$ cat src/rtl/literal_escape_decoder_assert.svh
// assertion macros for the literal escape decoder, used by ldc_back
// expects signals named clk and rst in the scope where a macro is used
`ifndef LITERAL_ESCAPE_DECODER_ASSERT_SVH
`define LITERAL_ESCAPE_DECODER_ASSERT_SVH

`ifndef ASSERT_OFF
// same-cycle implication, quiet during reset
`define LDC_ASSERT_IMPL(label, a, b, msg) \
  label: assert property (@(posedge clk) disable iff (rst) (a) |-> (b)) else $error(msg);
// next-cycle implication, quiet during reset
`define LDC_ASSERT_NEXT(label, a, b, msg) \
  label: assert property (@(posedge clk) disable iff (rst) (a) |=> (b)) else $error(msg);
`else
`define LDC_ASSERT_IMPL(label, a, b, msg)
`define LDC_ASSERT_NEXT(label, a, b, msg)
`endif

`endif

$ cat src/rtl/ldc_pkg.sv
// shared types, codes and decode functions for the literal escape decoder
// no dependencies
package ldc_pkg;

  // default depth of the command queue between front and back
  localparam int unsigned QUEUE_DEPTH_DEFAULT = 4;

  // result status codes
  localparam logic [3:0] ST_OK         = 4'd0;
  localparam logic [3:0] ST_NOT_LIT    = 4'd1;
  localparam logic [3:0] ST_EOF        = 4'd2;
  localparam logic [3:0] ST_NEWLINE    = 4'd3;
  localparam logic [3:0] ST_NO_HEX     = 4'd4;
  localparam logic [3:0] ST_SHORT_HEX  = 4'd5;
  localparam logic [3:0] ST_BAD_ESC    = 4'd6;
  localparam logic [3:0] ST_CHAR_LONG  = 4'd7;
  localparam logic [3:0] ST_CHAR_EMPTY = 4'd8;
  localparam logic [3:0] ST_CP_BIG     = 4'd9;

  // source characters with a special meaning
  localparam logic [7:0] CH_BSLASH = 8'h5C;
  localparam logic [7:0] CH_DQUOTE = 8'h22;
  localparam logic [7:0] CH_SQUOTE = 8'h27;
  localparam logic [7:0] CH_NL     = 8'h0A;
  localparam logic [7:0] CH_LOW_U  = 8'h75;
  localparam logic [7:0] CH_UP_U   = 8'h55;

  // hex digit counts for the short and long unicode escapes
  localparam logic [3:0] HEX_SHORT = 4'd4;
  localparam logic [3:0] HEX_LONG  = 4'd8;

  // largest legal codepoint
  localparam logic [31:0] CP_MAX = 32'h0010_FFFF;

  // parser phase
  typedef enum logic [2:0] {
    PH_IDLE = 3'd0,
    PH_BODY = 3'd1,
    PH_ESC  = 3'd2,
    PH_HEX  = 3'd3
  } ldc_phase_t;

  // input word
  typedef struct packed {
    logic [7:0] in_byte;
    logic       end_of_source;
  } ldc_src_t;

  // result word
  typedef struct packed {
    logic [7:0] out_byte;
    logic       byte_valid;
    logic       last;
    logic [3:0] status;
  } ldc_dst_t;

  // queued command: one to four bytes, first byte in the low lane
  typedef struct packed {
    logic [31:0] data;
    logic [1:0]  last_idx;
    logic        byte_valid;
    logic        last;
    logic [3:0]  status;
  } ldc_cmd_t;

  // hex digit value, msb set when the byte is a hex digit
  function automatic logic [4:0] hex_value(input logic [7:0] c);
    logic [4:0] r;
    r = 5'd0;
    if (c >= 8'h30 && c <= 8'h39) r = {1'b1, c[3:0]};
    else if ((c >= 8'h61 && c <= 8'h66) || (c >= 8'h41 && c <= 8'h46))
      r = {1'b1, c[3:0] + 4'd9};
    return r;
  endfunction

  // single-byte escape letters, msb set when the letter is known
  function automatic logic [8:0] esc_lookup(input logic [7:0] c);
    logic [8:0] r;
    r = 9'd0;
    case (c)
      CH_BSLASH: r = {1'b1, CH_BSLASH};
      8'h30:     r = {1'b1, 8'h00};      // \0
      CH_SQUOTE: r = {1'b1, CH_SQUOTE};
      CH_DQUOTE: r = {1'b1, CH_DQUOTE};
      8'h6E:     r = {1'b1, 8'h0A};      // \n
      8'h72:     r = {1'b1, 8'h0D};      // \r
      8'h74:     r = {1'b1, 8'h09};      // \t
      8'h76:     r = {1'b1, 8'h0B};      // \v
      default:   r = 9'd0;
    endcase
    return r;
  endfunction

endpackage

$ cat src/rtl/literal_escape_decoder.sv
// top level of the literal escape decoder: front parser, command queue, back emitter
// depends on ldc_pkg, ldc_front, ldc_queue and ldc_back
//
// Usage: source bytes enter one word per cycle on src (valid/ready), starting
// at a literal's opening quote. Each word carries in_byte and end_of_source.
// Decoded bytes, delimiters included, leave on dst (valid/ready) with
// byte_valid, last and status. Every literal, and every error, ends with a
// word that has last set; a byte that opens no literal gives one word with
// status "not literal".
// A word that yields a result is written into the command queue and from
// there into the registered result word on dst, where it waits for dst_ready.
// Throughput: one source word per cycle while the command queue has room; a
// unicode escape that ends in a codepoint of n UTF-8 bytes gives n result
// words on dst, during which src keeps flowing until the command queue
// (QUEUE_DEPTH entries) fills.
// Reset (rst, synchronous): parser returns to waiting for a delimiter, the
// queue empties and dst_valid drops. No clearing pass is needed.
// Stall: while dst_ready is low the result word holds; src_ready falls only
// once the command queue is full.
module literal_escape_decoder import ldc_pkg::*; #(
  parameter int unsigned QUEUE_DEPTH = QUEUE_DEPTH_DEFAULT
) (
  input  logic     clk,
  input  logic     rst,
  input  logic     src_valid,
  output logic     src_ready,
  input  ldc_src_t src_word,
  output logic     dst_valid,
  input  logic     dst_ready,
  output ldc_dst_t dst_word
);

  logic     push;
  ldc_cmd_t push_cmd;
  logic     q_not_full;
  logic     pop;
  logic     q_not_empty;
  ldc_cmd_t head;

  // parser
  ldc_front u_front (
    .clk        (clk),
    .rst        (rst),
    .src_valid  (src_valid),
    .src_ready  (src_ready),
    .src_word   (src_word),
    .q_not_full (q_not_full),
    .push       (push),
    .push_cmd   (push_cmd)
  );

  // command queue
  ldc_queue #(
    .DEPTH (QUEUE_DEPTH)
  ) u_queue (
    .clk       (clk),
    .rst       (rst),
    .push      (push),
    .push_cmd  (push_cmd),
    .not_full  (q_not_full),
    .pop       (pop),
    .not_empty (q_not_empty),
    .head      (head)
  );

  // emitter
  ldc_back u_back (
    .clk         (clk),
    .rst         (rst),
    .q_not_empty (q_not_empty),
    .head        (head),
    .pop         (pop),
    .dst_valid   (dst_valid),
    .dst_ready   (dst_ready),
    .dst_word    (dst_word)
  );

endmodule

$ cat src/rtl/ldc_queue.sv
// command queue between the parser front and the byte emitter back
// depends on ldc_pkg for the command type
module ldc_queue import ldc_pkg::*; #(
  parameter int unsigned DEPTH = QUEUE_DEPTH_DEFAULT
) (
  input  logic     clk,
  input  logic     rst,
  input  logic     push,
  input  ldc_cmd_t push_cmd,
  output logic     not_full,
  input  logic     pop,
  output logic     not_empty,
  output ldc_cmd_t head
);

  localparam int unsigned PTR_W = (DEPTH > 1) ? $clog2(DEPTH) : 1;
  localparam int unsigned CNT_W = $clog2(DEPTH + 1);
  localparam logic [PTR_W-1:0] PTR_LAST = PTR_W'(DEPTH - 1);
  localparam logic [CNT_W-1:0] CNT_FULL = CNT_W'(DEPTH);

  ldc_cmd_t         slots [DEPTH];
  logic [PTR_W-1:0] wr_ptr;
  logic [PTR_W-1:0] rd_ptr;
  logic [CNT_W-1:0] count;

  assign not_full  = (count != CNT_FULL);
  assign not_empty = (count != '0);
  assign head      = slots[rd_ptr];

  // storage
  always_ff @(posedge clk) begin
    if (push) begin
      slots[wr_ptr] <= push_cmd;
    end
  end

  // pointers and fill count
  always_ff @(posedge clk) begin
    if (rst) begin
      wr_ptr <= '0;
      rd_ptr <= '0;
      count  <= '0;
    end else begin
      if (push) begin
        wr_ptr <= (wr_ptr == PTR_LAST) ? '0 : wr_ptr + PTR_W'(1);
      end
      if (pop) begin
        rd_ptr <= (rd_ptr == PTR_LAST) ? '0 : rd_ptr + PTR_W'(1);
      end
      if (push && !pop) begin
        count <= count + CNT_W'(1);
      end else if (pop && !push) begin
        count <= count - CNT_W'(1);
      end
    end
  end

endmodule

$ cat src/rtl/ldc_front.sv
// parser front: accepts source words, tracks literal phase, queues commands
// depends on ldc_pkg for types, codes and decode functions
module ldc_front import ldc_pkg::*; (
  input  logic     clk,
  input  logic     rst,
  input  logic     src_valid,
  output logic     src_ready,
  input  ldc_src_t src_word,
  input  logic     q_not_full,
  output logic     push,
  output ldc_cmd_t push_cmd
);

  ldc_phase_t  phase, phase_next;
  logic        is_char_literal, is_char_literal_next;
  logic        wide_escape, wide_escape_next;
  logic [3:0]  hex_digit_count, hex_digit_count_next;
  logic [31:0] codepoint_acc, codepoint_acc_next;
  logic [1:0]  content_bytes, content_bytes_next;

  logic        fire;
  logic        push_req;
  logic [7:0]  c;
  logic        eos;
  logic [7:0]  delim;
  logic [4:0]  hex_dec;
  logic        hex_ok;
  logic [8:0]  esc_dec;
  logic [31:0] acc_shift;
  logic [3:0]  cnt_inc;
  logic        hex_done;
  logic        cp_big;
  logic        cp_zero;
  logic [31:0] utf_data;
  logic [1:0]  utf_last_idx;
  logic [2:0]  utf_len;
  logic [2:0]  add_one_sum;
  logic [2:0]  add_utf_sum;
  logic [1:0]  content_plus_one;
  logic [1:0]  content_plus_utf;
  logic [3:0]  close_status;

  assign src_ready = q_not_full;
  assign fire      = src_valid && src_ready;
  assign push      = fire && push_req;

  // field decode
  assign c       = src_word.in_byte;
  assign eos     = src_word.end_of_source;
  assign delim   = is_char_literal ? CH_SQUOTE : CH_DQUOTE;
  assign hex_dec = hex_value(c);
  assign hex_ok  = !eos && hex_dec[4];
  assign esc_dec = esc_lookup(c);

  // hex accumulation
  assign acc_shift = {codepoint_acc[27:0], hex_dec[3:0]};
  assign cnt_inc   = hex_digit_count + 4'd1;
  assign hex_done  = cnt_inc >= (wide_escape ? HEX_LONG : HEX_SHORT);
  assign cp_big    = acc_shift > CP_MAX;
  assign cp_zero   = (acc_shift == 32'd0);

  // utf-8 encoding of the finished codepoint
  always_comb begin
    if (acc_shift < 32'h0000_0080) begin
      utf_data     = {24'd0, acc_shift[7:0]};
      utf_last_idx = 2'd0;
    end else if (acc_shift < 32'h0000_0800) begin
      utf_data     = {16'd0, 2'b10, acc_shift[5:0], 3'b110, acc_shift[10:6]};
      utf_last_idx = 2'd1;
    end else if (acc_shift < 32'h0001_0000) begin
      utf_data     = {8'd0, 2'b10, acc_shift[5:0], 2'b10, acc_shift[11:6],
                      4'b1110, acc_shift[15:12]};
      utf_last_idx = 2'd2;
    end else begin
      utf_data     = {2'b10, acc_shift[5:0], 2'b10, acc_shift[11:6],
                      2'b10, acc_shift[17:12], 5'b11110, acc_shift[20:18]};
      utf_last_idx = 2'd3;
    end
  end
  assign utf_len = {1'b0, utf_last_idx} + 3'd1;

  // saturating content counts
  assign add_one_sum      = {1'b0, content_bytes} + 3'd1;
  assign add_utf_sum      = {1'b0, content_bytes} + utf_len;
  assign content_plus_one = (add_one_sum > 3'd2) ? 2'd2 : add_one_sum[1:0];
  assign content_plus_utf = (add_utf_sum > 3'd2) ? 2'd2 : add_utf_sum[1:0];

  // char literal check at the closing quote
  always_comb begin
    close_status = ST_OK;
    if (is_char_literal) begin
      if (content_bytes == 2'd0) close_status = ST_CHAR_EMPTY;
      else if (content_bytes >= 2'd2) close_status = ST_CHAR_LONG;
    end
  end

  // output decode: which command this word queues
  always_comb begin
    push_req            = 1'b0;
    push_cmd            = '0;
    push_cmd.byte_valid = 1'b0;
    push_cmd.last       = 1'b1;
    unique case (phase)
      PH_BODY: begin
        push_req = 1'b1;
        if (eos) begin
          push_cmd.status = ST_EOF;
        end else if (c == CH_NL) begin
          push_cmd.status = ST_NEWLINE;
        end else if (c == CH_BSLASH) begin
          push_req = 1'b0;
        end else begin
          push_cmd.data[7:0]  = c;
          push_cmd.byte_valid = 1'b1;
          push_cmd.last       = (c == delim);
          push_cmd.status     = (c == delim) ? close_status : ST_OK;
        end
      end
      PH_ESC: begin
        push_req = 1'b1;
        if (eos) begin
          push_cmd.status = ST_EOF;
        end else if (c == CH_LOW_U || c == CH_UP_U) begin
          push_req = 1'b0;
        end else if (c == CH_NL) begin
          push_cmd.status = ST_NEWLINE;
        end else if (esc_dec[8]) begin
          push_cmd.data[7:0]  = esc_dec[7:0];
          push_cmd.byte_valid = 1'b1;
          push_cmd.last       = 1'b0;
        end else begin
          push_cmd.status = ST_BAD_ESC;
        end
      end
      PH_HEX: begin
        if (!hex_ok) begin
          push_req        = 1'b1;
          push_cmd.status = (hex_digit_count == 4'd0) ? ST_NO_HEX : ST_SHORT_HEX;
        end else if (hex_done) begin
          if (cp_big) begin
            push_req        = 1'b1;
            push_cmd.status = ST_CP_BIG;
          end else if (!cp_zero) begin
            push_req            = 1'b1;
            push_cmd.data       = utf_data;
            push_cmd.last_idx   = utf_last_idx;
            push_cmd.byte_valid = 1'b1;
            push_cmd.last       = 1'b0;
          end
        end
      end
      default: begin
        push_req = 1'b1;
        if (!eos && (c == CH_DQUOTE || c == CH_SQUOTE)) begin
          push_cmd.data[7:0]  = c;
          push_cmd.byte_valid = 1'b1;
          push_cmd.last       = 1'b0;
        end else begin
          push_cmd.status = ST_NOT_LIT;
        end
      end
    endcase
  end

  // next state
  always_comb begin
    phase_next           = phase;
    is_char_literal_next = is_char_literal;
    wide_escape_next     = wide_escape;
    hex_digit_count_next = hex_digit_count;
    codepoint_acc_next   = codepoint_acc;
    content_bytes_next   = content_bytes;
    unique case (phase)
      PH_BODY: begin
        if (eos || c == CH_NL || c == delim) begin
          phase_next = PH_IDLE;
        end else if (c == CH_BSLASH) begin
          phase_next = PH_ESC;
        end else begin
          content_bytes_next = content_plus_one;
        end
      end
      PH_ESC: begin
        if (eos || c == CH_NL) begin
          phase_next = PH_IDLE;
        end else if (c == CH_LOW_U || c == CH_UP_U) begin
          wide_escape_next     = (c == CH_UP_U);
          hex_digit_count_next = 4'd0;
          codepoint_acc_next   = 32'd0;
          phase_next           = PH_HEX;
        end else if (esc_dec[8]) begin
          content_bytes_next = content_plus_one;
          phase_next         = PH_BODY;
        end else begin
          phase_next = PH_IDLE;
        end
      end
      PH_HEX: begin
        if (!hex_ok) begin
          phase_next = PH_IDLE;
        end else begin
          codepoint_acc_next   = acc_shift;
          hex_digit_count_next = cnt_inc;
          if (hex_done) begin
            if (cp_big) begin
              phase_next = PH_IDLE;
            end else begin
              phase_next = PH_BODY;
              if (!cp_zero) content_bytes_next = content_plus_utf;
            end
          end
        end
      end
      default: begin
        phase_next = PH_IDLE;
        if (!eos && (c == CH_DQUOTE || c == CH_SQUOTE)) begin
          is_char_literal_next = (c == CH_SQUOTE);
          content_bytes_next   = 2'd0;
          wide_escape_next     = 1'b0;
          hex_digit_count_next = 4'd0;
          codepoint_acc_next   = 32'd0;
          phase_next           = PH_BODY;
        end
      end
    endcase
  end

  // state registers, advanced once per accepted word
  always_ff @(posedge clk) begin
    if (rst) begin
      phase           <= PH_IDLE;
      is_char_literal <= 1'b0;
      wide_escape     <= 1'b0;
      hex_digit_count <= 4'd0;
      codepoint_acc   <= 32'd0;
      content_bytes   <= 2'd0;
    end else if (fire) begin
      phase           <= phase_next;
      is_char_literal <= is_char_literal_next;
      wide_escape     <= wide_escape_next;
      hex_digit_count <= hex_digit_count_next;
      codepoint_acc   <= codepoint_acc_next;
      content_bytes   <= content_bytes_next;
    end
  end

endmodule

$ cat src/rtl/ldc_back.sv
// byte emitter back: walks each queued command and drives the result register
// depends on ldc_pkg and the assertion macros in literal_escape_decoder_assert.svh
`include "literal_escape_decoder_assert.svh"

module ldc_back import ldc_pkg::*; (
  input  logic     clk,
  input  logic     rst,
  input  logic     q_not_empty,
  input  ldc_cmd_t head,
  output logic     pop,
  output logic     dst_valid,
  input  logic     dst_ready,
  output ldc_dst_t dst_word
);

  logic       load;
  logic [1:0] idx;
  logic       at_end;

  // take the next byte whenever the result register is free or draining
  assign load   = q_not_empty && (!dst_valid || dst_ready);
  assign at_end = (idx == head.last_idx);
  assign pop    = load && at_end;

  // byte index within the current command
  always_ff @(posedge clk) begin
    if (rst) begin
      idx <= 2'd0;
    end else if (load) begin
      idx <= at_end ? 2'd0 : idx + 2'd1;
    end
  end

  // result valid
  always_ff @(posedge clk) begin
    if (rst) begin
      dst_valid <= 1'b0;
    end else if (load) begin
      dst_valid <= 1'b1;
    end else if (dst_ready) begin
      dst_valid <= 1'b0;
    end
  end

  // result payload
  always_ff @(posedge clk) begin
    if (load) begin
      dst_word.out_byte   <= head.data[{idx, 3'b000} +: 8];
      dst_word.byte_valid <= head.byte_valid;
      dst_word.last       <= head.last && at_end;
      dst_word.status     <= head.status;
    end
  end

  `LDC_ASSERT_IMPL(a_idx_in_range, q_not_empty, idx <= head.last_idx, "byte index past command end")
  `LDC_ASSERT_IMPL(a_burst_held, idx != 2'd0, q_not_empty, "command left queue mid burst")
  `LDC_ASSERT_IMPL(a_novalid_last, dst_valid && !dst_word.byte_valid, dst_word.last, "error result without last")

endmodule

$ cat config.mk
export PLATFORM = sky130hd
export DESIGN_NAME = literal_escape_decoder
export DESIGN_NICKNAME = d
export VERILOG_FILES = /design/src/rtl/ldc_pkg.sv /design/src/rtl/literal_escape_decoder.sv /design/src/rtl/ldc_queue.sv /design/src/rtl/ldc_front.sv /design/src/rtl/ldc_back.sv
export VERILOG_INCLUDE_DIRS = /design/src /design/src/rtl
export SDC_FILE = /design/constraint.sdc
export NUM_CORES = 1
export LEC_CHECK = 0
export ABC_CLOCK_PERIOD_IN_PS = 9930
export BUFFER_PORTS_ARGS = -buffer_cell sky130_fd_sc_hd__buf_2
export CAP_MARGIN = 25
export CORE_AREA = 5 5 161 163
export CTS_CLUSTER_DIAMETER = 30
export CTS_CLUSTER_SIZE = 14
export DETAILED_ROUTE_END_ITERATION = 7
export DIE_AREA = 0 0 166 168
export SLEW_MARGIN = 20
export SYNTH_ARGS = -nofsm -noshare
export SYNTH_HDL_FRONTEND = slang
export SYNTH_SLANG_ARGS = --single-unit
export TNS_END_PERCENT = 100
$ cat constraint.sdc
create_clock -name clk -period 9.93 [get_ports clk]
set_input_delay 0.993 -clock clk [delete_from_list [all_inputs] [get_ports clk]]
set_output_delay 0.993 -clock clk [all_outputs]
set_load 0.05 [all_outputs]
After elaboration in Yosys (flattened, before gate mapping)

Memory sizes are Yosys's and may differ from the RTL's. A register that Yosys moved wholly into a read port is not among the register bits.
Cells that the tools add are included.
W data, S select, Z words.

Register bits: 63
Memories: 1
Input bits: 13
Memory bits (writable): 160

Memory list:

| memory        | depth | bits a word | rd ports | clocked after Yosys merged registers in | write ports | RTL line        | source |
|---|---|---|---|---|---|---|---|
| u_queue.slots | 4     | 40          | 1        | 1                                       | 1           | ldc_queue.sv:21 | `ldc_cmd_t slots [DEPTH];` |

Bitwise logic cells: 3
Shifts and indexed selects: 1
$add $sub $neg: 10
Multiplexer cells: 106
Reduce and logical (&&, ||, !) cells: 38
Order comparisons: 14
Equality and inequality tests: 31

Operators with widths:

| cell                   | count |
|---|---|
| $mux W28               | 4 |
| $mux W36               | 3 |
| $mux W32               | 3 |
| $pmux W28 S3           | 1 |
| $pmux W9 S8            | 1 |
| $mux W8                | 8 |
| $eq A8 B7 Y1 const B   | 7 |
| $mux W4                | 14 |
| $mux W2                | 26 |
| $mux W40               | 1 |
| $mux W3                | 11 |
| $gt A32 B21 Y1 const B | 1 |
| $logic_not A32 Y1      | 1 |
| $lt A32 B12 Y1 const B | 1 |
| $lt A32 B17 Y1 const B | 1 |
| $lt A32 B8 Y1 const B  | 1 |
| $shiftx A32 B6 Y8      | 1 |
| $eq A8 B6 Y1 const B   | 3 |
| $mux W24               | 1 |
| $pmux W8 S3            | 1 |
| $mux W1                | 22 |
| $pmux W6 S3            | 1 |
| $ge A8 B7 Y1 const B   | 2 |
| $le A8 B7 Y1 const B   | 2 |
| 44 further kinds       | 86 |

Longest topological paths before layout

Gate-level depths: netlist (run 1).

Depth in word-level cells: 18
Depth in mapped cells: 14
Mapped depth without buffers: 14

Cells and area by module

From an unflattened synthesis (run 1), not the netlist that was laid out.

Cell total of the unflattened synthesis: 772
Area, all modules: 10400.0 um^2

By module, submodules not included:

| module    | instances | area each (um^2) | sequential area each (um^2) | cells an instance |
|---|---|---|---|---|
| ldc_queue | 1         | 6258.5           | 4984.8                      | 254 |
| ldc_front | 1         | 3326.9           | 760.7                       | 472 |
| ldc_back  | 1         | 814.5            | 480.5                       | 46 |

Worst setup path before layout (run 1)

Ideal clock, no wire load.

Path type: input -> register
From: input port src_word[2] in the netlist's numbering
To: memory u_queue.slots[3][0] in the netlist's numbering, enable pin
Slack: 6040 ps
Setup time: 397 ps
Path buffers: 0
Arrival: 3493 ps
Data required time: 9533 ps
Cell stages on the path: 8
Cells stage by stage: inv_1 > ha_1 > or3b_2 > and3_1 > o211ai_1 > o211ai_1 > a31oi_2 > and2_1

Cells in the longest elaborated chain, start to end: 14
Elaborated cells between the ends (all ways): 34
Those cells by class: 1 x add/sub; 7 x order compare; 4 x eq/ne; 14 x mux; 8 x reduce/logical

RTL lines:

| what                                                                    | RTL line                     | source |
|---|---|---|
| start, declared                                                         | literal_escape_decoder.sv:27 | `input ldc_src_t src_word,` |
| parallel branches: the longest is 10 deep, another holds $gt A32 B21 Y1 | n/a                          |  |
| $pmux W1 S3 (*)                                                         | ldc_front.sv:103             | `unique case (phase)` |
| $logic_and A1 B1 Y1 (*)                                                 | ldc_front.sv:45              | `assign push = fire && push_req;` |
| net push                                                                | literal_escape_decoder.sv:33 | `logic push;` |
| $mux W1 (*)                                                             | ldc_queue.sv:32              | `if (push) begin` |
| $mux W1 (not written as such) (*)                                       | ldc_queue.sv:33              | `slots[wr_ptr] <= push_cmd;` |
| end, declared                                                           | ldc_queue.sv:21              |  |

Mark *: on every way through the listed nets, which the timed path passes.

Final worst setup path (run 1)

From: input port src_word[2] in the netlist's numbering
To: register u_queue.count[2]

Cells in the longest elaborated chain, start to end: 15
Elaborated cells between the ends (all ways): 37
Those cells by class: 1 x add/sub; 7 x order compare; 4 x eq/ne; 13 x mux; 12 x reduce/logical

RTL lines:

| what                                                                    | RTL line                     | source |
|---|---|---|
| parallel branches: the longest is 10 deep, another holds $gt A32 B21 Y1 | n/a                          |  |
| $pmux W1 S3 (*)                                                         | ldc_front.sv:103             |  |
| $logic_and A1 B1 Y1 (*)                                                 | ldc_front.sv:45              |  |
| net push                                                                | literal_escape_decoder.sv:33 |  |
| $logic_not A1 Y1                                                        | ldc_queue.sv:52              | `end else if (pop && !push) begin` |
| $logic_and A1 B1 Y1                                                     | ldc_queue.sv:52              |  |
| $reduce_bool A2 Y1 (no source line)                                     | n/a                          |  |
| end signal, assigned                                                    | ldc_queue.sv:51              | `count <= count + CNT_W'(1);` |
| end signal, assigned                                                    | ldc_queue.sv:53              | `count <= count - CNT_W'(1);` |
| end, declared                                                           | ldc_queue.sv:24              | `logic [CNT_W-1:0] count;` |

Marked as above.
A chain may end at the register's enable or synchronous reset.

==> results of run 1 <==
cell families after synthesis:
group / share of synthesized area [%]
buffers and inverters: 2.85
AO/OA/AOI/OAI: 9.85
AND/OR/NAND/NOR: 12.4
XOR/XNOR: 0.638
adder cells (fa/ha/maj): 3.28
flip-flops: 59.8
multiplexers: 11.1
worst min path at each step:
stage / slack, ns / cells after the start / startpoint / endpoint
after floorplan: 0.43 / 2 / u_front.codepoint_acc[27]$_SDFFE_PP0P_ / u_front.codepoint_acc[27]$_SDFFE_PP0P_
after global placement: 0.44 / 2 / u_front.codepoint_acc[27]$_SDFFE_PP0P_ / u_front.codepoint_acc[27]$_SDFFE_PP0P_
after detailed placement: 0.45 / 2 / u_front.codepoint_acc[27]$_SDFFE_PP0P_ / u_front.codepoint_acc[27]$_SDFFE_PP0P_
after CTS: 0.45 / 2 / u_front.codepoint_acc[27]$_SDFFE_PP0P_ / u_front.codepoint_acc[27]$_SDFFE_PP0P_
after global routing: 0.49 / 2 / u_front.codepoint_acc[20]$_SDFFE_PP0P_ / u_front.codepoint_acc[20]$_SDFFE_PP0P_
final: 0.45 / 2 / u_front.codepoint_acc[27]$_SDFFE_PP0P_ / u_front.codepoint_acc[27]$_SDFFE_PP0P_
cells in the mapped netlist (all sizes together), types with 11 or more instances:
library cell and count:
nor3 14, ha 22, dfxtp 50, mux4 43
nor4 13, clkbuf 25, nor2 55, and2 11
edfxtp 158, o21ai 20, nand2 56, nand3 43
buf 17, inv 22, a21oi 68
cells in the final DEF (no fill, tap or decap), types with 5 or more instances in the layout:
cell type	n
o31ai_1	5
o21ai_0	19
and2_1	7
buf_4	10
clkinv_2	9
clkinvlp_4	7
nand4_1	6
and3_1	6
nor4_1	13
nor3_1	14
mux2i_1	10
a21oi_1	67
nand2b_1	5
nand2_1	55
a22oi_1	5
nand3_1	42
o211ai_1	5
dfxtp_1	49
ha_1	22
clkbuf_16	40
inv_1	22
mux4_2	43
edfxtp_1	158
a211oi_1	8
buf_2	28
nor2_1	55
or3_1	6
flip-flops by register name, indices dropped and copies added, names as in the netlist, named ones only:
name	cells
u_front.phase	2
u_front.is_char_literal	1
u_front.wide_escape	1
u_front.content_bytes	2
u_front.hex_digit_count	4
u_queue.rd_ptr	2
u_front.codepoint_acc	28
u_back.dst_valid	1
u_back.dst_word	14
u_queue.count	3
u_queue.slots	144
u_queue.wr_ptr	2
u_back.idx	2
power by group:
| group | total (mW) | switching (mW) | internal [mW] |
|---|---|---|---|
| Clock | 1.31 | 0.457 | 0.855 |
| Sequential | 1.09 | 0.0316 | 1.06 |
| Combinational | 0.568 | 0.347 | 0.221 |
| Total | 2.97 | 0.836 | 2.13 |
through the flow:
stage / area [um^2] / hold WS, ns
5_1_grt: 11400 / 0.494
6_report: 11400 / 0.451
2_1_floorplan: 9610 / 0.432
3_3_place_gp: 10000 / 0.439
3_5_place_dp: 10000 / 0.447
4_1_cts: 11400 / 0.454
layout make-up:
cell class / count / share of cell area [%]
timing repair buffer: 38 / 1.89
clock inverter: 31 / 3.02
sequential: 208 / 50.4
tap: 324 / 3.55
inverter: 23 / 0.757
clock buffer: 42 / 8.84
multi-input combinational: 468 / 31.6
critical path, stage by stage:
cell and delay (ns):
buf_2 0.14, inv_1 0.10, ha_1 0.22, or3b_2 0.50
and3_1 0.22, o211ai_1 0.16, o211ai_1 0.13, a31oi_2 0.50
ha_1 0.29, inv_1 0.07, fa_1 0.37, xor2_1 0.17
or3_1 0.31, a21oi_1 0.14
layer usage:
metal  share of wire [%]  wire length, um  track usage [%]  up-vias
met2                  47            10200             24.5      170
met5                   0                0                0        -
met4                 2.6              565             5.24        0
met1                  46            10000             21.7     3102
li1                    -                -                -     2944
met3                 5.0             1100             3.09       47
==> results.json, run 1 <==
{
  "drive_gt1_share_pct": 21.6,
  "ir_drop_uv": 155,
  "n_fill_cell": 2132,
  "startpoint": "src_word[2]",
  "power_density_nw_per_um2": 260,
  "ys_types": 69,
  "dp_slack_ns": 5.56,
  "gr-total-overflow": 0,
  "num_vias": 6263,
  "p_total_mw": 2.97,
  "p_leak_nw": 3.85,
  "required_ns": 10.36,
  "wl_per_cell_um": 19.3,
  "start_kind": "primary input",
  "relSlewSlack_pct": 27.1,
  "syn_area_um2": 9610,
  "first_global_vias": 6186,
  "max_freq_mhz": 257,
  "fp.dieW_um": 166,
  "routed_wl_mm": 21.9,
  "final_util_pct": 47.2,
  "drtIter0Drc": 509,
  "finalMaxSlewViolations": 0,
  "grt_start_max_net_pins": 51,
  "crit_fanout": 8,
  "syn_avg_cell_area_um2": 13.0,
  "coreArea_um2": 24200,
  "crit_end": "u_queue.count[2]$_SDFFE_PP0P_",
  "syn_nets": 778,
  "finalSetupViolCount": 0,
  "cp.arrival_ns": 4.33,
  "dp_cells": 1061,
  "cts_tree": "yes",
  "ys_seq_elements": 208,
  "reg2reg_depth": 14,
  "synth_top_cell_area_share_pct": 49.4,
  "worstSetupPathType": "in2reg",
  "cts-root-buf": "clkbuf_16",
  "finalCritPeriodShare_pct": 39.2,
  "track_usage_pct": 15.5,
  "fp.dieH_um": 168,
  "post_cts.repair.setup_buffers": 0,
  "grt_pass1_wl_mm": 34.7,
  "gp_congestion": 0.933,
  "num_io_pins": 29,
  "seq_area_frac_synth_pct": 59.8,
  "timing.rr.end": "u_queue.count[2]$_SDFFE_PP0P_",
  "ctsHtreeMaxLevel": 2,
  "worstSetupEndpointType": "flip-flop",
  "clockBufferDepth": 3,
  "worst_pin_slew_ns": 1.08,
  "grt_setup_unrepaired": "false",
  "setup-tns-final_ns": 0,
  "ff2ff_setup_slack_ns": 6.42,
  "fin_nets": 816,
  "multi_input_area_um2": 3600,
  "hold_path.class": "reg2reg",
  "core.rowCount": 57,
  "synth_ff_type": "edfxtp_1",
  "ant_nets": 0,
  "syn_to_final_growth_pct": 18.7,
  "cts_hold_buf": 0,
  "drc_errors": 0,
  "antenna_found_initial": 0,
  "netlist_instances": 741,
  "final_hold_viol_count": 0,
  "finalNonFillerCells": 1134,
  "synth_warnings": 0,
  "status": "finished, final reports clean",
  "regArea_um2": 5750,
  "cts_resized": 0,
  "dr.pass1.iters": 7,
  "numCtsBuffers": 40,
  "synth-async-reset-ratio_pct": 0,
  "cts_sinks": 208,
  "dp_hpwl_mm": 14.1,
  "io_buffers": 28,
  "setup_ws_ns": 6.03,
  "maxCapViolCount": 0,
  "r2r-start": "u_front.hex_digit_count[0]$_SDFFE_PP0P_",
  "clock_latency_ns": 0.53,
  "initial_core_util_pct": 39.7,
  "clkTransAtPathRegs_ns": 0.05,
  "min_period_ns": 3.90,
  "die_area_um2": 27900,
  "post-synth-top-area-cell": "edfxtp_1",
  "synth-edff-count": 158,
  "vias_per_cell": 5.52,
  "n_antenna_cell": 0,
  "finClkSkew_ns": 0.0350,
  "yosys-top-cells-area": "edfxtp_1, dfxtp_1, mux4_2"
}
Note: power is estimated with default switching activity, not from simulation.
==> inputs of run 2 (changes only) <==
--- a/config.mk
+++ b/config.mk
@@ -6,7 +6,7 @@
 export SDC_FILE = /design/constraint.sdc
 export NUM_CORES = 1
 export LEC_CHECK = 0
-export ABC_CLOCK_PERIOD_IN_PS = 9930
+export ABC_CLOCK_PERIOD_IN_PS = 3700
 export BUFFER_PORTS_ARGS = -buffer_cell sky130_fd_sc_hd__buf_2
 export CAP_MARGIN = 25
 export CORE_AREA = 5 5 161 163
==> constraint.sdc (replaced) <==
create_clock -name clk -period 3.7 [get_ports clk]
set_input_delay 0.37 -clock clk [delete_from_list [all_inputs] [get_ports clk]]
set_output_delay 0.37 -clock clk [all_outputs]
set_load 0.05 [all_outputs]
==> run 2 against run 1 <==
Utilization grew 1.4 points; wire length grew 1.4%; global-route usage grew 0.51 points; sequential cell count is the same; final cell count grew 2.1%; critical path depth is the same; clock power grew to 3.0 times the previous value; via count grew 1.3%; hold slack lost 0.30 ns; power grew to 2.8 times the previous value; combinational power grew to 2.7 times the previous value; highest routed layer unchanged.
==> results.json, run 2 (synthesis gave the netlist of run 1 again) <==
{
  "status": "finished, final reports clean",
  "critPathMostFrequentCell": "ha_1",
  "initial_core_util_pct": 39.7,
  "ctsHtreeMaxLevel": 2,
  "final_hold_viol_count": 0,
  "hold_ws_ns": 0.152,
  "regMostFlops": "u_queue.slots",
  "drive_gt1_share_pct": 23.5,
  "worst_pin_slew_ns": 0.982,
  "crit_fanout": 5,
  "dr.pass1.iters": 5,
  "clkPwrFrac_pct": 46.3,
  "intPower_mw": 6.02,
  "numCtsBuffers": 42,
  "clkTransAtPathRegs_ns": 0.05,
  "drc_errors": 0,
  "syn_to_final_growth_pct": 22.2,
  "finalNonFillerCells": 1158,
  "routed_wl_mm": 22.2,
  "design_area_um2": 11700,
  "fp.dieH_um": 168,
  "dp_hpwl_mm": 14.6,
  "p_switching_mw": 2.33,
  "clockBufferDepth": 3,
  "cts_resized": 0,
  "min_from": "dst_ready",
  "cts_tree": "yes",
  "grt_pass1_wl_mm": 36.0,
  "clock_latency_ns": 0.53,
  "cp.arrival_ns": 3.65,
  "maxCapViolCount": 0,
  "max_freq_mhz": 310,
  "finalMaxSlewViolations": 0,
  "num_io_pins": 29,
  "ir_drop_uv": 439,
  "setup_ws_ns": 0.477,
  "fp.dieW_um": 166,
  "gp_congestion": 0.940,
  "path_cells": "ha_1 > xnor2_1 > ha_1 > a21bo_2 > a21oi_1 > o211ai_1 > o211ai_1 > a31oi_2 > ha_1 > inv_1 > fa_1 > xor2_1 > or3_1 > a21oi_1",
  "ff2ff_setup_slack_ns": 0.48,
  "n_antenna_cell": 0,
  "dp_cells": 1080,
  "cp_num_buf_inv": 1,
  "start_kind": "flip-flop",
  "r2r-start": "u_front.hex_digit_count[0]$_SDFFE_PP0P_",
  "pwr-share-comb_pct": 18.4,
  "crit_family": "adder cells",
  "gr-total-overflow": 0,
  "coreArea_um2": 24200,
  "largest_register_ffs": 144,
  "setup-tns-final_ns": 0,
  "layout_commonest_cell": "edfxtp_1",
  "pwr-share-seq_pct": 35.3,
  "cts_hold_buf": 0,
  "reg2reg_depth": 14,
  "crit_slowest_cell": "fa_1",
  "layout_common_cells": "edfxtp_1, a21oi_1, nor2_1, nand2_1, dfxtp_1",
  "wl_per_cell_um": 19.2,
  "swShare_pct": 27.9,
  "ant_nets": 0,
  "hold_depth": 4,
  "num_vias": 6342,
  "required_ns": 4.13,
  "reg.largest.list": "u_queue.slots: 144 flops, u_front.codepoint_acc: 28 flops, u_back.dst_word: 14 flops",
  "antenna_found_initial": 0,
  "power_density_nw_per_um2": 712,
  "n_fill_cell": 2083,
  "cp_slowest_stage_delay_ns": 0.37,
  "finalSetupViolCount": 0,
  "finalCritPeriodShare_pct": 87.1,
  "die_area_um2": 27900,
  "fin_nets": 837,
  "post_cts.repair.setup_buffers": 0,
  "io_buffers": 28,
  "timing.rr.end": "u_queue.count[2]$_SDFFE_PP0P_",
  "p_leak_nw": 4.03,
  "cts_sinks": 208,
  "finClkSkew_ns": 0.0283,
  "first_global_vias": 6488,
  "drtIter0Drc": 496,
  "grt_start_max_net_pins": 51,
  "min_to": "u_back.dst_valid$_SDFFE_PP0P_",
  "min_period_ns": 3.22,
  "grt_setup_unrepaired": "false",
  "dp_slack_ns": 0.118,
  "worstSetupPathType": "reg2reg",
  "core.rowCount": 57,
  "track_usage_pct": 16.1,
  "placed_area_um2": 10200,
  "worstSetupEndpointType": "flip-flop",
  "vias_per_cell": 5.48,
  "relSlewSlack_pct": 34.5,
  "hold_path.class": "in2reg",
  "cts-root-buf": "clkbuf_16"
}
[run 2: routing by layer]
metal | vias up | global-route usage [%] | wire, um
met3 | 45 | 3.26 | 1180
met2 | 190 | 26.0 | 10600
met4 | 0 | 4.88 | 484
li1 | 2999 | - | -
met5 | - | 0 | 0
met1 | 3108 | 22.0 | 9950
[run 2: power by group through the flow]
| stage | logic (mW) | clock network (mW) | registers [mW] |
|---|---|---|---|
| 2_1_floorplan | 0.904 | 0 | 3.24 |
| 3_3_place_gp | 1.57 | 0 | 2.99 |
| 3_5_place_dp | 1.58 | 0 | 3.00 |
| 4_1_cts | 1.58 | 3.95 | 2.95 |
| 5_1_grt | 1.67 | 4.08 | 2.98 |
| 6_report | 1.54 | 3.87 | 2.95 |
[run 2: worst max-delay path by stage]
| stage | startpoint | end | slack [ns] | depth (start not counted) |
|---|---|---|---|---|
| after CTS | u_front.hex_digit_count[0]$_SDFFE_PP0P_ | u_queue.count[2]$_SDFFE_PP0P_ | 0.46 | 14 |
| final | u_front.hex_digit_count[0]$_SDFFE_PP0P_ | u_queue.count[2]$_SDFFE_PP0P_ | 0.48 | 14 |
| after global routing | u_front.hex_digit_count[0]$_SDFFE_PP0P_ | u_queue.slots[2][9]$_DFFE_PP_ | 0.23 | 9 |
| after global placement | src_word[2] | u_queue.count[2]$_SDFFE_PP0P_ | 0.22 | 14 |
| after detailed placement | src_word[2] | u_queue.count[2]$_SDFFE_PP0P_ | 0.12 | 14 |
| after floorplan | src_word[2] | u_queue.slots[3][0]$_DFFE_PP_ | 0.43 | 8 |
[run 2: cell type report]
cell class	instances	area (um^2)	area share, %
clock buffers	48	1100	9.42
clock inverters	30	388	3.31
inverters	23	86.3	0.736
multi-input cells	468	3590	30.6
flip-flops and latches	208	5750	49.0
well taps	324	405	3.45
repair buffers	57	408	3.48
[run 2: worst reg2reg max path: stages, from the launching register on]
cell and delay (ns):
dfxtp_1 0.34, ha_1 0.25, xnor2_1 0.13, ha_1 0.28, a21bo_2 0.12, a21oi_1 0.10, o211ai_1 0.12, o211ai_1 0.15
a31oi_2 0.36, ha_1 0.24, inv_1 0.06, fa_1 0.37, xor2_1 0.18, or3_1 0.30, a21oi_1 0.14
[run 2: metrics by stage]
step                      total power [mW]  util [%]
after floorplan                       4.14         -
after global placement                4.56      42.4
after global routing                  8.72      48.5
after detailed placement              4.57      42.4
after CTS                             8.48      48.5
final                                 8.35      48.5
